===== src/rtl/mad_pkg.sv =====
// ----------------------------------------------------------------------------
// mad_pkg
// Shared types and constants of the moving average anomaly detector.
// ----------------------------------------------------------------------------
package mad_pkg;

  localparam int SAMPLE_W = 16;
  localparam int THR_W    = 16;

  localparam logic [THR_W-1:0] THR_RESET = 16'd5120;  // 20.0 in q8.8

  typedef logic signed [SAMPLE_W-1:0] sample_t;
  typedef logic        [THR_W-1:0]    thr_t;

  typedef enum logic [2:0] {
    S_IDLE,
    S_UPD,
    S_START,
    S_DIV,
    S_FIN
  } mad_state_t;

endpackage


===== src/rtl/mad_in_if.sv =====
// ----------------------------------------------------------------------------
// mad_in_if
// Sample channel: valid/ready handshake carrying one q8.8 sample per item.
// ----------------------------------------------------------------------------
interface mad_in_if;
  import mad_pkg::*;

  logic    valid;
  logic    ready;
  sample_t sample;

  modport source (output valid, output sample, input ready);
  modport sink   (input valid, input sample, output ready);

endinterface


===== src/rtl/mad_out_if.sv =====
// ----------------------------------------------------------------------------
// mad_out_if
// Result channel: valid/ready handshake carrying the mean and anomaly flag.
// ----------------------------------------------------------------------------
interface mad_out_if;
  import mad_pkg::*;

  logic    valid;
  logic    ready;
  sample_t mean;
  logic    anomaly;

  modport source (output valid, output mean, output anomaly, input ready);
  modport sink   (input valid, input mean, input anomaly, output ready);

endinterface


===== src/rtl/mad_ram.sv =====
// ----------------------------------------------------------------------------
// mad_ram
// Generic single write port, single read port ram with registered read data.
// ----------------------------------------------------------------------------
module mad_ram #(
  parameter int WIDTH = 16,
  parameter int DEPTH = 20,
  parameter int ADDR_W = (DEPTH > 1) ? $clog2(DEPTH) : 1
) (
  input  logic              clk,
  input  logic              we,
  input  logic [ADDR_W-1:0] waddr,
  input  logic [WIDTH-1:0]  wdata,
  input  logic              re,
  input  logic [ADDR_W-1:0] raddr,
  output logic [WIDTH-1:0]  rdata
);

  logic [WIDTH-1:0] mem [DEPTH];
  logic [WIDTH-1:0] rdata_r;

  always_ff @(posedge clk) begin
    if (we) begin
      mem[waddr] <= wdata;
    end
    if (re) begin
      rdata_r <= mem[raddr];
    end
  end

  assign rdata = rdata_r;

endmodule


===== src/rtl/mad_div.sv =====
// ----------------------------------------------------------------------------
// mad_div
// Iterative signed-by-unsigned divider, one quotient bit per cycle,
// quotient truncated toward zero.
// ----------------------------------------------------------------------------
module mad_div #(
  parameter int SUM_W = 21,
  parameter int CNT_W = 5
) (
  input  logic                     clk,
  input  logic                     rst_n,
  input  logic                     start,
  input  logic signed [SUM_W-1:0]  dividend,
  input  logic        [CNT_W-1:0]  divisor,
  output logic                     done,
  output mad_pkg::sample_t         quotient
);
  import mad_pkg::*;

  localparam int STEP_W = $clog2(SUM_W + 1);

  logic              busy_r;
  logic              done_r;
  logic [STEP_W-1:0] step_r;
  logic              neg_r;
  logic [CNT_W-1:0]  divisor_r;
  logic [CNT_W-1:0]  rem_r;
  logic [SUM_W-1:0]  quo_r;
  sample_t           quotient_r;

  logic [SUM_W-1:0]  mag;
  logic [CNT_W:0]    rem_sh;
  logic [CNT_W:0]    diff;
  logic              ge;
  logic [SAMPLE_W-1:0] quo_lo;

  assign mag    = dividend[SUM_W-1] ? (~$unsigned(dividend) + 1'b1) : $unsigned(dividend);
  assign rem_sh = {rem_r, quo_r[SUM_W-1]};
  assign ge     = rem_sh >= {1'b0, divisor_r};
  assign diff   = rem_sh - {1'b0, divisor_r};
  assign quo_lo = quo_r[SAMPLE_W-1:0];

  always_ff @(posedge clk) begin
    if (!rst_n) begin
      busy_r <= 1'b0;
      done_r <= 1'b0;
      step_r <= '0;
    end else begin
      done_r <= busy_r && !start && (step_r == '0);
      if (start) begin
        busy_r <= 1'b1;
        step_r <= STEP_W'(SUM_W);
      end else if (busy_r) begin
        if (step_r != '0) begin
          step_r <= step_r - 1'b1;
        end else begin
          busy_r <= 1'b0;
        end
      end
    end
  end

  always_ff @(posedge clk) begin
    if (start) begin
      neg_r     <= dividend[SUM_W-1];
      divisor_r <= divisor;
      rem_r     <= '0;
      quo_r     <= mag;
    end else if (busy_r) begin
      if (step_r != '0) begin
        rem_r <= ge ? diff[CNT_W-1:0] : rem_sh[CNT_W-1:0];
        quo_r <= {quo_r[SUM_W-2:0], ge};
      end else begin
        // sign fix-up; the mean always fits in the sample width
        quotient_r <= neg_r ? sample_t'(-quo_lo) : sample_t'(quo_lo);
      end
    end
  end

  assign done     = done_r;
  assign quotient = quotient_r;

endmodule


===== src/rtl/moving_average_anomaly_detector_unit.sv =====
// ----------------------------------------------------------------------------
// moving_average_anomaly_detector_unit
// Moving average over the last WINDOW q8.8 samples with a threshold check.
// ----------------------------------------------------------------------------
// One item is worked on at a time. A sample is taken when in_if.ready is
// high; the oldest window entry is read from the sample ram, the running sum
// is updated and the new sample written back, then the sum is divided by
// the fill count in a restoring divider that makes one quotient bit per
// cycle. The time from one acceptance to the next is set by the divider,
// plus any time the finished result waits while the output register is
// still full. A finished result waits in the output register while the
// next sample is taken. The threshold register may be written only
// while idle.
module moving_average_anomaly_detector_unit #(
  parameter int WINDOW = 20
) (
  input  logic                 clk,
  input  logic                 rst_n,
  mad_in_if.sink               in_if,
  mad_out_if.source            out_if,
  input  logic                 cfg_we,
  input  mad_pkg::thr_t        cfg_wdata
);
  import mad_pkg::*;

  localparam int SUM_W = SAMPLE_W + $clog2(WINDOW);
  localparam int CNT_W = $clog2(WINDOW + 1);
  localparam int IDX_W = (WINDOW > 1) ? $clog2(WINDOW) : 1;

  mad_state_t              state_r, state_nxt;
  logic [IDX_W-1:0]        slot_r, slot_nxt;
  logic [CNT_W-1:0]        fill_r, fill_nxt;
  logic signed [SUM_W-1:0] sum_r, sum_nxt;
  thr_t                    thr_r;
  sample_t                 samp_r;
  logic                    out_valid_r;
  sample_t                 out_mean_r;
  logic                    out_anom_r;

  logic                    accept;
  logic                    in_ready;
  logic                    ram_we;
  logic                    div_start;
  logic                    out_load;
  logic                    out_free;
  logic                    full;
  logic [SAMPLE_W-1:0]     old_raw;
  logic                    div_done;
  sample_t                 div_q;
  logic signed [SAMPLE_W:0] dev;
  logic [SAMPLE_W:0]       dev_abs;
  logic                    anom;

  assign accept   = in_if.valid && in_ready;
  assign full     = fill_r == CNT_W'(WINDOW);
  assign out_free = !out_valid_r || out_if.ready;

  mad_ram #(
    .WIDTH(SAMPLE_W),
    .DEPTH(WINDOW)
  ) u_ram (
    .clk  (clk),
    .we   (ram_we),
    .waddr(slot_r),
    .wdata(samp_r),
    .re   (accept),
    .raddr(slot_r),
    .rdata(old_raw)
  );

  mad_div #(
    .SUM_W(SUM_W),
    .CNT_W(CNT_W)
  ) u_div (
    .clk     (clk),
    .rst_n   (rst_n),
    .start   (div_start),
    .dividend(sum_r),
    .divisor (fill_r),
    .done    (div_done),
    .quotient(div_q)
  );

  // next state
  always_comb begin
    state_nxt = state_r;
    case (state_r)
      S_IDLE:  if (in_if.valid) state_nxt = S_UPD;
      S_UPD:   state_nxt = S_START;
      S_START: state_nxt = S_DIV;
      S_DIV:   if (div_done) state_nxt = S_FIN;
      S_FIN:   if (out_free) state_nxt = S_IDLE;
      default: state_nxt = S_IDLE;
    endcase
  end

  // fsm outputs
  always_comb begin
    in_ready  = 1'b0;
    ram_we    = 1'b0;
    div_start = 1'b0;
    out_load  = 1'b0;
    case (state_r)
      S_IDLE:  in_ready  = 1'b1;
      S_UPD:   ram_we    = 1'b1;
      S_START: div_start = 1'b1;
      S_FIN:   out_load  = out_free;
      default: ;
    endcase
  end

  // window bookkeeping; the oldest entry leaves the sum only once full
  always_comb begin
    sum_nxt  = sum_r + SUM_W'(samp_r);
    fill_nxt = fill_r + 1'b1;
    if (full) begin
      sum_nxt  = sum_r + SUM_W'(samp_r) - SUM_W'($signed(old_raw));
      fill_nxt = fill_r;
    end
    slot_nxt = (slot_r == IDX_W'(WINDOW - 1)) ? '0 : slot_r + 1'b1;
  end

  assign dev     = (SAMPLE_W+1)'(samp_r) - (SAMPLE_W+1)'(div_q);
  assign dev_abs = dev[SAMPLE_W] ? $unsigned(-dev) : $unsigned(dev);
  assign anom    = dev_abs > {1'b0, thr_r};

  always_ff @(posedge clk) begin
    if (!rst_n) begin
      state_r     <= S_IDLE;
      slot_r      <= '0;
      fill_r      <= '0;
      sum_r       <= '0;
      thr_r       <= THR_RESET;
      out_valid_r <= 1'b0;
    end else begin
      state_r <= state_nxt;
      if (cfg_we) begin
        thr_r <= cfg_wdata;
      end
      if (ram_we) begin
        slot_r <= slot_nxt;
        fill_r <= fill_nxt;
        sum_r  <= sum_nxt;
      end
      if (out_load) begin
        out_valid_r <= 1'b1;
      end else if (out_if.ready) begin
        out_valid_r <= 1'b0;
      end
    end
  end

  always_ff @(posedge clk) begin
    if (accept) begin
      samp_r <= in_if.sample;
    end
    if (out_load) begin
      out_mean_r <= div_q;
      out_anom_r <= anom;
    end
  end

  assign in_if.ready    = in_ready;
  assign out_if.valid   = out_valid_r;
  assign out_if.mean    = out_mean_r;
  assign out_if.anomaly = out_anom_r;

  // assertions
  ap_fill_bound: assert property (@(posedge clk) disable iff (!rst_n)
    fill_r <= CNT_W'(WINDOW))
    else $error("fill count beyond window");

  ap_empty_sum: assert property (@(posedge clk) disable iff (!rst_n)
    fill_r == '0 |-> sum_r == '0)
    else $error("nonzero sum with empty window");

  ap_div_done: assert property (@(posedge clk) disable iff (!rst_n)
    div_done |-> state_r == S_DIV)
    else $error("divider finished outside divide state");

  ap_load_src: assert property (@(posedge clk) disable iff (!rst_n)
    $rose(out_valid_r) |-> $past(state_r) == S_FIN)
    else $error("result loaded outside finish state");

endmodule


===== src/flat_wrapper.sv =====
// flat-port wrapper written by rule: the top's interface ports become plain ports
module moving_average_anomaly_detector_unit_flat import mad_pkg::*;
#(
  parameter int WINDOW = 20
)
  (clk, rst_n, cfg_we, cfg_wdata, in_if_valid, in_if_sample, in_if_ready, out_if_valid, out_if_mean, out_if_anomaly, out_if_ready);
  mad_in_if in_if_i ();
  mad_out_if out_if_i ();
  input  logic clk;
  input  logic rst_n;
  input  logic cfg_we;
  input  mad_pkg::thr_t cfg_wdata;
  input wire logic [$bits(in_if_i.valid)-1:0] in_if_valid;
  input wire logic [$bits(in_if_i.sample)-1:0] in_if_sample;
  output wire logic [$bits(in_if_i.ready)-1:0] in_if_ready;
  output wire logic [$bits(out_if_i.valid)-1:0] out_if_valid;
  output wire logic [$bits(out_if_i.mean)-1:0] out_if_mean;
  output wire logic [$bits(out_if_i.anomaly)-1:0] out_if_anomaly;
  input wire logic [$bits(out_if_i.ready)-1:0] out_if_ready;
  assign in_if_i.valid = in_if_valid;
  assign in_if_i.sample = in_if_sample;
  assign in_if_ready = in_if_i.ready;
  assign out_if_valid = out_if_i.valid;
  assign out_if_mean = out_if_i.mean;
  assign out_if_anomaly = out_if_i.anomaly;
  assign out_if_i.ready = out_if_ready;
  moving_average_anomaly_detector_unit #(.WINDOW(WINDOW)) u_core (.clk(clk), .rst_n(rst_n), .in_if(in_if_i), .out_if(out_if_i), .cfg_we(cfg_we), .cfg_wdata(cfg_wdata));
endmodule

===== config.mk =====
export PLATFORM = sky130hd
export DESIGN_NAME = moving_average_anomaly_detector_unit_flat
export DESIGN_NICKNAME = d
export VERILOG_FILES = /design/src/rtl/mad_pkg.sv /design/src/rtl/mad_in_if.sv /design/src/rtl/mad_out_if.sv /design/src/rtl/mad_ram.sv /design/src/rtl/mad_div.sv /design/src/rtl/moving_average_anomaly_detector_unit.sv /design/src/flat_wrapper.sv
export SDC_FILE = /design/constraint.sdc
export NUM_CORES = 1
export LEC_CHECK = 0
export ABC_AREA = 1
export BUFFER_PORTS_ARGS = -buffer_cell sky130_fd_sc_hd__buf_2
export CAP_MARGIN = 20
export CELL_PAD_IN_SITES_DETAIL_PLACEMENT = 1
export CELL_PAD_IN_SITES_GLOBAL_PLACEMENT = 2
export CORE_ASPECT_RATIO = 0.6
export CORE_MARGIN = 1
export CORE_UTILIZATION = 37
export DETAILED_ROUTE_END_ITERATION = 16
export PLACE_DENSITY = 0.8
export SETUP_SLACK_MARGIN = 0.4
export SLEW_MARGIN = 5
export SYNTH_ARGS = -nofsm -noshare
export SYNTH_HDL_FRONTEND = slang
export SYNTH_SLANG_ARGS = --single-unit
export TNS_END_PERCENT = 20

===== constraint.sdc =====
create_clock -name clk -period 3.8 [get_ports clk]
set_clock_uncertainty 0.2 [all_clocks]
set_input_delay 0.95 -clock clk [delete_from_list [all_inputs] [get_ports clk]]
set_output_delay 0.95 -clock clk [all_outputs]
set_load 0.1 [all_outputs]

After elaboration in Yosys (flattened, before gate mapping)
Memories as Yosys holds them, arrays and structs flattened. A register that Yosys moved wholly into a read port is not among the register bits.
Cells that the tools add are included.
Cells by class
  add/subtract/negate cells: 10
  magnitude comparators: 2
  eq/ne operators: 9
  mux-type cells: 27
  bitwise logic cells: 5
  reductions and logical operators: 18
Operators by type and width (number)
  $mux W21: 5
  $mux W5: 5
  $add A21 B1 Y21 const B: 1
  $add A21 B16 Y21: 1
  $not A21 Y21: 1
  $sub A21 B16 Y21: 1
  $gt A17 B16 Y1: 1
  $mux W17: 1
  $neg A17 Y17: 1
  $sub A16 B16 Y17: 1
  $mux W16: 1
  $neg A16 Y16: 1
  $pmux W3 S5: 1
  $mux W1: 11
  $add A5 B1 Y5 const B: 2
  $eq A5 B5 Y1 const B: 2
  $mux W3: 3
  $eq A3 B2 Y1 const B: 2
  $ge A6 B5 Y1: 1
  $reduce_and A2 Y1: 3
  $reduce_and A3 Y1: 2
  $reduce_bool A2 Y1: 3
  $logic_not A5 Y1: 1
  $reduce_bool A5 Y1: 1
  12 further kinds: 19
Word-level totals
  flip-flop bits (word level): 139
  bits in writable memories: 320
  input port bits: 37
  output and inout bits: 19
  memories: 1
Memory list
  u_core.u_ram.mem: depth 20, width 16, rd ports 1, clocked after memory_dff 1, write ports 1, line mad_ram.sv:19  | logic [WIDTH-1:0] mem [DEPTH];

Depth between registers and ports, before layout
Gate-level depths: netlist of run 1.
  depth after elaboration: 5
  depth in mapped cells: 31
  depth with buffers taken out: 30

Hierarchy
A second synthesis of run 1 with hierarchy kept.
Second synthesis, totals
  cell total of the unflattened synthesis: 2637
  area, all modules: 24254.5 µm²
Modules (own cells, without submodules)
  mad_ram: times used 1, cells each 1096, area each 13435.4 µm², seq. area each 10089.7 µm²
  moving_average_anomaly_detector_unit: times used 1, cells each 1139, area each 7586.0 µm², seq. area each 2011.9 µm²
  mad_div: times used 1, cells each 402, area each 3233.1 µm², seq. area each 1531.5 µm²

Worst setup path after synthesis of run 1
OpenSTA, ideal clock, no wires.
  path kind: input to register
  from: input in_if_valid
  to: register u_core.samp_r[0] (enable)
  library setup time: 461 ps
  arrival time: 3210 ps
  required time: 3139 ps
  path slack: -71 ps
  cell stages on the path: 2
  buffers on the path: 0
  path through: inv_1 nor3_1
Between the ends
  word-level cells in the longest chain between the ends: 1
RTL lines
  start, declared: line flat_wrapper.sv:13  | input wire logic [$bits(in_if_i.valid)-1:0] in_if_valid;
  $logic_and A1 B1 Y1: line moving_average_anomaly_detector_unit.sv:54  | assign accept = in_if.valid && in_ready;
  net u_core.accept: line moving_average_anomaly_detector_unit.sv:40  | logic accept;
  end signal, assigned: line moving_average_anomaly_detector_unit.sv:155  | samp_r <= in_if.sample;
  end, declared: line moving_average_anomaly_detector_unit.sv:35  | sample_t samp_r;
The timed path passes the listed nets, and every way through them passes these cells.
A chain may end at the register's enable or synchronous reset.

Final worst setup path of run 1
  from: register u_core.samp_r[15]
  to: register u_core.sum_r[20]
Between the ends
  word-level cells in the longest chain between the ends: 3
RTL lines
  $add A21 B16 Y21 *: line moving_average_anomaly_detector_unit.sv:114, moving_average_anomaly_detector_unit.sv:117
  $sub A21 B16 Y21: line moving_average_anomaly_detector_unit.sv:117  | sum_nxt = sum_r + SUM_W'(samp_r) - SUM_W'($signed(old_raw));
  $mux W21 *: line moving_average_anomaly_detector_unit.sv:116  | if (full) begin
  end signal, assigned: line moving_average_anomaly_detector_unit.sv:143  | sum_r <= sum_nxt;
  end, declared: line moving_average_anomaly_detector_unit.sv:33  | logic signed [SUM_W-1:0] sum_r, sum_nxt;
Every way passes the cells marked *; elsewhere a longest branch is shown, timed or not.

==> results of run 1 <==
==> stage by stage <==
stage                     power [W]  setup slack (ns)  cell area, um^2  util, %
after CTS                    0.0216           -0.0539            28500     46.3
after floorplan              0.0121            0.0753            23400        -
after global routing         0.0236            -0.207            29100     47.1
after detailed placement     0.0161            -0.282            26300     42.6
final                        0.0223           -0.0405            29100     47.2
after global placement       0.0158            -0.165            26300     42.6
==> layer usage <==
metal  vias up  GRT usage [%]  wire length (um)
li1       8888              -                 -
met5         -              0                40
met4         6           4.24               871
met3        62           5.51              6000
met1      9555           37.1             38900
met2       492           34.9             32200
==> cell type report <==
type	count	area (um^2)	area share, %
flip-flops and latches	475	13600	46.9
multi-input cells	1577	9380	32.3
repair buffers	338	2460	8.45
clock buffers	54	1230	4.24
well taps	828	1040	3.56
inverters	263	992	3.41
clock inverters	33	333	1.14
diodes	3	7.51	0.0258
==> cell families after synthesis <==
group                    count (synthesis)  synth area share [%]
AND/OR/NAND/NOR                        941                  16.9
buffers and inverters                  343                  5.64
flip-flops                             475                  58.3
adder cells (fa/ha/maj)                 92                  5.05
AO/OA/AOI/OAI                          481                  11.7
XOR/XNOR                                63                  2.36
==> path summary, 6_finish.rpt <==
path                                                to  cells past startpoint  slack (ns)
worst min register to register  u_core.out_if.mean[15]                      0        0.26
worst max-delay path                  u_core.sum_r[20]                     25       -0.04
worst min-delay path            u_core.out_if.mean[15]                      0        0.26
worst max register to register        u_core.sum_r[20]                     25       -0.04
==> critical path, cell delays in order (launching register included) <==
cell and delay [ns]:
edfxtp_1 0.52, buf_4 0.20, buf_6 0.12, ha_1 0.29, inv_1 0.07, nor3_2 0.19
inv_1 0.09, nor2_1 0.12, buf_4 0.15, nand4_1 0.10, buf_6 0.16, nand3_1 0.08
nand2_1 0.07, and2_4 0.15, ha_4 0.23, a21oi_1 0.17, nand2_1 0.09, nor2_1 0.10
buf_4 0.14, nand3_2 0.10, nand2_1 0.08, nand3_1 0.07, nand2_1 0.06, nand3_1 0.07
nand2_1 0.06, inv_1 0.04
==> timing repair <==
action | in CTS | in global routing
setup buffers | 22 | 13
pin swaps | 59 | 42
endpoints found under the setup margin | 17 | 18
gates resized for setup | 116 | 86
==> power by group through the flow <==
stage / registers [W] / clock network, W / logic [W]
after floorplan: 0.00690 / 0 / 0.00522
after global placement: 0.00676 / 0 / 0.00900
after detailed placement: 0.00679 / 0 / 0.00929
after CTS: 0.00668 / 0.00492 / 0.0101
after global routing: 0.00672 / 0.00509 / 0.0118
final: 0.00668 / 0.00482 / 0.0108
==> sequential cells by signal, summed over array words and instances (netlist names) <==
signal                  cells
u_core.u_ram.mem          320
u_core.sum_r               21
u_core.u_div.quo_r         21
u_core.out_if.mean         16
u_core.samp_r              16
u_core.thr_r               16
u_core.u_div.quotient      16
u_core.u_ram.rdata         16
u_core.fill_r               5
u_core.slot_r               5
u_core.u_div.divisor_r      5
u_core.u_div.rem_r          5
u_core.u_div.step_r         5
u_core.state_r              3
u_core.out_if.anomaly       1
u_core.out_if.valid         1
u_core.u_div.busy_r         1
u_core.u_div.done           1
u_core.u_div.neg_r          1
==> cell usage in the layout (no fill, tap or decap), drive strengths merged, types with 6 or more instances in the layout <==
master  Yosys  layout
o22ai      81      81
inv       263     264
edfxtp    412     412
a21o        7       7
a31oi       8       8
o21bai      9       9
xor2       45      45
a21oi      97      97
nand4      27      27
nor3       24      24
nand3     114     114
o21ai     237     237
nor2      334     334
clkinv      0      24
ha         88      88
o31ai       6       6
clkbuf     61      54
nand2     418     418
a221o      16      16
dfxtp      63      63
xnor2      18      18
buf        19     338
==> results.py, run 1 <==
metrics = {
    "timing": {
        "worst_pin_slew_ns": 0.880,
        "final-setup-viol-count": 1,
        "fin_crit_ns": 3.84,
        "fmax_mhz": 260,
        "slew_headroom_pct": 41.1,
        "finalHoldViolCount": 0,
        "layout_setup_ws_ns": -0.0405,
        "slew_viol_final": 0,
        "post-route-period-util_pct": 101,
        "holdWs_ns": 0.263,
        "grt_setup_unrepaired": "true",
        "timing.setup.tns_ns": -0.0405,
    },
    "detailed_routing": {
        "viasPerCell": 5.32,
        "drc": 0,
        "wire_per_inst_um": 21.8,
        "num_vias": 19000,
        "drt_iter0_markers": 1478,
        "routed_wl_um": 78000,
        "dr.pass1.iters": 5,
        "antenna_left": 0,
    },
    "worst_hold_path": {
        "hold_class": "reg -> reg",
        "min-delay-start": "u_core.u_div.quotient[15]",
    },
    "placed_design": {
        "place_congestion": 0.896,
        "dpl.hpwl_um": 54800,
        "io_buffer_count": 55,
        "post-place-cells": 3445,
    },
    "clock_tree": {
        "clk_path_buf_depth": 3,
        "numCtsBuffers": 47,
        "path_clk_slew_ns": 0.08,
        "cts_root_buf": "clkbuf_16",
        "cts_sinks": 475,
        "postCtsHoldBufs": 0,
        "clk_latency_ns": 0.62,
        "cts_max_level": 2,
        "cts_tree": "done",
    },
    "run_status": {
        "status": "complete, but fails checks",
        "violations": "setup timing",
    },
    "logic_synthesis": {
        "synth_edf_count": 412,
        "synth_most_common_cell": "edfxtp_1",
        "synthDominantCellAreaShare_pct": 52.9,
        "synth_common_cells": "edfxtp_1, nand2_1, nor2_1, inv_1, o21ai_0",
        "yosysWarnings": 0,
        "synth_nets": 2524,
        "synth_top_cell_by_area": "edfxtp_1",
        "synthFlopType": "edfxtp_1",
        "netlist_area_um2": 23400,
        "synthArstFlopShare_pct": 0,
        "ys_types": 51,
        "syn_inst": 2395,
        "avgSynthCellArea_um2": 9.76,
        "ys_ff_latch": 475,
        "ys_seq_area_share_pct": 58.3,
        "ys_top_cells_by_area": "edfxtp_1, nand2_1, dfxtp_1, nor2_1, o21ai_0",
    },
    "power_and_ir_drop": {
        "pwr-share-clk_pct": 21.7,
        "pwr-share-comb_pct": 48.4,
        "p_leak_nw": 11.6,
        "powerDensity_nw_per_um2": 766,
        "vdd_ir_drop_max_v": 0.000398,
        "p_int_w": 0.0134,
        "p_sw_w": 0.00892,
        "seqPwrFrac_pct": 30.0,
        "switching_share_pct": 40.0,
    },
    "floorplan": {
        "coreArea_um2": 61700,
        "dieHeight_um": 197,
        "io_pins": 56,
        "dieArea_um2": 64200,
        "die_x_um": 326,
        "start_util_pct": 37.9,
        "rows": 70,
    },
    "grt": {
        "grt_pass1_wl_um": 118000,
        "grt_usage_pct": 24.2,
        "overflow": 0,
        "grt_pass1_vias": 19300,
        "antenna_found_initial": 7,
        "grt_start_max_net_pins": 87,
    },
    "finish": {
        "nets": 2831,
        "fillers": 6866,
        "area_delta_synth_final_pct": 24.4,
        "drive_gt1_share_pct": 22.7,
        "final_cells": 3571,
    },
    "critical_path": {
        "crit_arrival_ns": 4.15,
        "end_kind": "register",
        "required_ns": 4.11,
        "startpoint": "u_core.samp_r[15]",
        "setup.worst_path.class": "reg -> reg",
        "cp-start-kind": "register",
        "r2r_start": "u_core.samp_r[15]",
        "path_max_fanout": 4,
    },
    "run": {
        "maxCapViolations": 0,
    },
}
Power figures use the tool's default switching activity.
==> run 2: changes to the inputs <==
--- a/config.mk
+++ b/config.mk
@@ -8,13 +8,11 @@
 export ABC_AREA = 1
 export BUFFER_PORTS_ARGS = -buffer_cell sky130_fd_sc_hd__buf_2
 export CAP_MARGIN = 20
-export CELL_PAD_IN_SITES_DETAIL_PLACEMENT = 1
-export CELL_PAD_IN_SITES_GLOBAL_PLACEMENT = 2
 export CORE_ASPECT_RATIO = 0.6
 export CORE_MARGIN = 1
-export CORE_UTILIZATION = 37
+export CORE_UTILIZATION = 57
 export DETAILED_ROUTE_END_ITERATION = 16
-export PLACE_DENSITY = 0.8
+export PLACE_DENSITY = 0.81
 export SETUP_SLACK_MARGIN = 0.4
 export SLEW_MARGIN = 5
 export SYNTH_ARGS = -nofsm -noshare
==> run 2 against run 1 <==
  * Combinational power shrank 9%
  * Non-clock buffer count shrank 86
  * Final area shrank 5.0%
  * The flow now finishes without violations
  * Worst hold slack lost 0.0064 ns
==> results.py, run 2 (synthesis results as in run 1) <==
metrics = {
    "run_status": {
        "status": "completed",
    },
    "placed_design": {
        "dpl.hpwl_um": 44600,
        "detailedPlace.worstSlack_ns": -0.154,
        "place_area_um2": 25200,
        "place_congestion": 1.04,
        "io_buffer_count": 55,
    },
    "timing": {
        "post-route-period-util_pct": 99.2,
        "layout_setup_ws_ns": 0.0307,
        "fin_crit_ns": 3.77,
        "worst_pin_slew_ns": 1.11,
        "slew_viol_final": 0,
        "finalHoldViolCount": 0,
        "slew_headroom_pct": 26.0,
        "grt_setup_unrepaired": "true",
        "timing.setup.tns_ns": 0,
        "fmax_mhz": 265,
        "final-setup-viol-count": 0,
    },
    "run": {
        "maxCapViolations": 0,
    },
    "clock_tree": {
        "cts_sinks": 475,
        "cts_tree": "done",
        "cts_max_level": 2,
        "numCtsBuffers": 42,
        "cts_root_buf": "clkbuf_16",
        "postCtsHoldBufs": 0,
        "path_clk_slew_ns": 0.07,
        "clk_path_buf_depth": 3,
        "clk_latency_ns": 0.56,
    },
    "critical_path": {
        "required_ns": 3.92,
        "cp.depth": 24,
        "crit_slowest_cell": "edfxtp_1",
        "path_cells": "buf_4 -> ha_1 -> nand2_1 -> nor2_1 -> nand3_1 -> nand3_1 -> nand2_1 -> nand2_2 -> inv_1 -> nor2_1 -> nand4_1 -> nand3_1 -> nand2_1 -> ha_1 -> inv_1 -> nor3_1 -> a211oi_2 -> nand2_1 -> nand2_1 -> nand2_1 -> nand2_1 -> nand2_1 -> nand2_1 -> nand2_1",
        "crit_arrival_ns": 3.89,
        "cp-start-kind": "register",
        "rr_worst_depth": 24,
        "path_max_fanout": 5,
        "critPathMostFrequentCell": "nand2_1",
        "critPathTopFamily": "simple AND/OR/NAND/NOR gates",
        "cpPeakStageDelay_ns": 0.41,
        "end_kind": "register",
        "crit_buf_inv": 3,
        "setup.worst_path.class": "reg -> reg",
    },
    "finish": {
        "largest_reg_flops": 320,
        "area_delta_synth_final_pct": 18.2,
        "utilization_pct": 68.3,
        "top_register": "u_core.u_ram.mem",
        "final_common_cell": "edfxtp_1",
        "drive_gt1_share_pct": 18.2,
        "final_cell_area_um2": 27600,
        "nets": 2740,
        "reg.largest.list": "u_core.u_ram.mem x320, u_core.sum_r x21, u_core.u_div.quo_r x21",
        "fillers": 2933,
        "layout_common_cells": "edfxtp_1, nand2_1, nor2_1",
    },
    "grt": {
        "grt_usage_pct": 31.0,
        "grt_pass1_wl_um": 99800,
        "overflow": 0,
        "antenna_found_initial": 6,
        "grt_pass1_vias": 17600,
        "grt_start_max_net_pins": 162,
    },
    "power_and_ir_drop": {
        "p_leak_nw": 11.1,
        "powerDensity_nw_per_um2": 760,
        "vdd_ir_drop_max_v": 0.000484,
    },
    "detailed_routing": {
        "drc": 0,
        "dr.pass1.iters": 8,
        "viasPerCell": 5.98,
        "drt_iter0_markers": 2514,
        "num_vias": 19000,
        "antenna_left": 0,
        "routed_wl_um": 66100,
        "wire_per_inst_um": 20.8,
    },
    "floorplan": {
        "coreArea_um2": 40400,
        "start_util_pct": 57.8,
        "die_x_um": 263,
        "io_pins": 56,
        "dieArea_um2": 41800,
        "dieHeight_um": 159,
        "rows": 57,
    },
    "worst_hold_path": {
        "whs_path_depth": 0,
        "hold_class": "reg -> reg",
    },
}
## run 2: cell types whose count changed in the layout (fill, tap and decap cells not counted), moves of 8 or more
cell	change
nor2_2	-12
nand2_1	+8
clkbuf_1	+8
ha_1	+10
nor2_1	+13
nand2_2	-9
ha_4	-13
buf_4	-82
clkinv_2	-8
## run 2: area by class of cell
type | count | area (um^2) | area share [%]
diodes | 6 | 15.0 | 0.0544
clock buffers | 57 | 1140 | 4.12
clock inverters | 17 | 220 | 0.797
inverters | 263 | 992 | 3.59
multi-input cells | 1577 | 9130 | 33.1
flip-flops and latches | 475 | 13600 | 49.4
well taps | 531 | 664 | 2.41
repair buffers | 252 | 1820 | 6.58
## run 2: stage by stage
step | hold slack [ns] | std cells | total power, W
2_1_floorplan | 0.226 | 2395 | 0.0121
3_3_place_gp | 0.236 | 3053 | 0.0147
3_5_place_dp | 0.242 | 3053 | 0.0149
4_1_cts | 0.258 | 3149 | 0.0197
5_1_grt | 0.269 | 3173 | 0.0220
6_report | 0.256 | 3178 | 0.0210
## run 2: final timing paths
check | start | endpoint | slack [ns]
max reg2reg | u_core.samp_r[5] | u_core.out_if.anomaly | 0.03
min reg2reg | u_core.u_div.quotient[11] | u_core.out_if.mean[11] | 0.26
max | u_core.samp_r[5] | u_core.out_if.anomaly | 0.03
min | u_core.u_div.quotient[11] | u_core.out_if.mean[11] | 0.26
## run 2: power breakdown
group / total, W / switching [W] / leakage, nW / internal [W]
Clock: 0.00433 / 0.00189 / 0.650 / 0.00245
Combinational: 0.00985 / 0.00602 / 6.24 / 0.00382
Sequential: 0.00681 / 0.000458 / 4.25 / 0.00635
## run 2: timing repair
action / in CTS / in global routing
setup endpoints to repair: 17 / 18
pin swaps: 15 / 45
buffers inserted: 22 / 23
endpoints found under the hold margin: 0 / 0
gates resized for setup: 55 / 105
## run 2: metal layers
layer	global-route usage, %	vias to the layer above	routed length [um]
met5	0	-	238
met4	5.87	8	1010
met3	8.75	120	9730
li1	-	8713	-
met1	48.2	9000	27700
met2	43.0	1160	27500
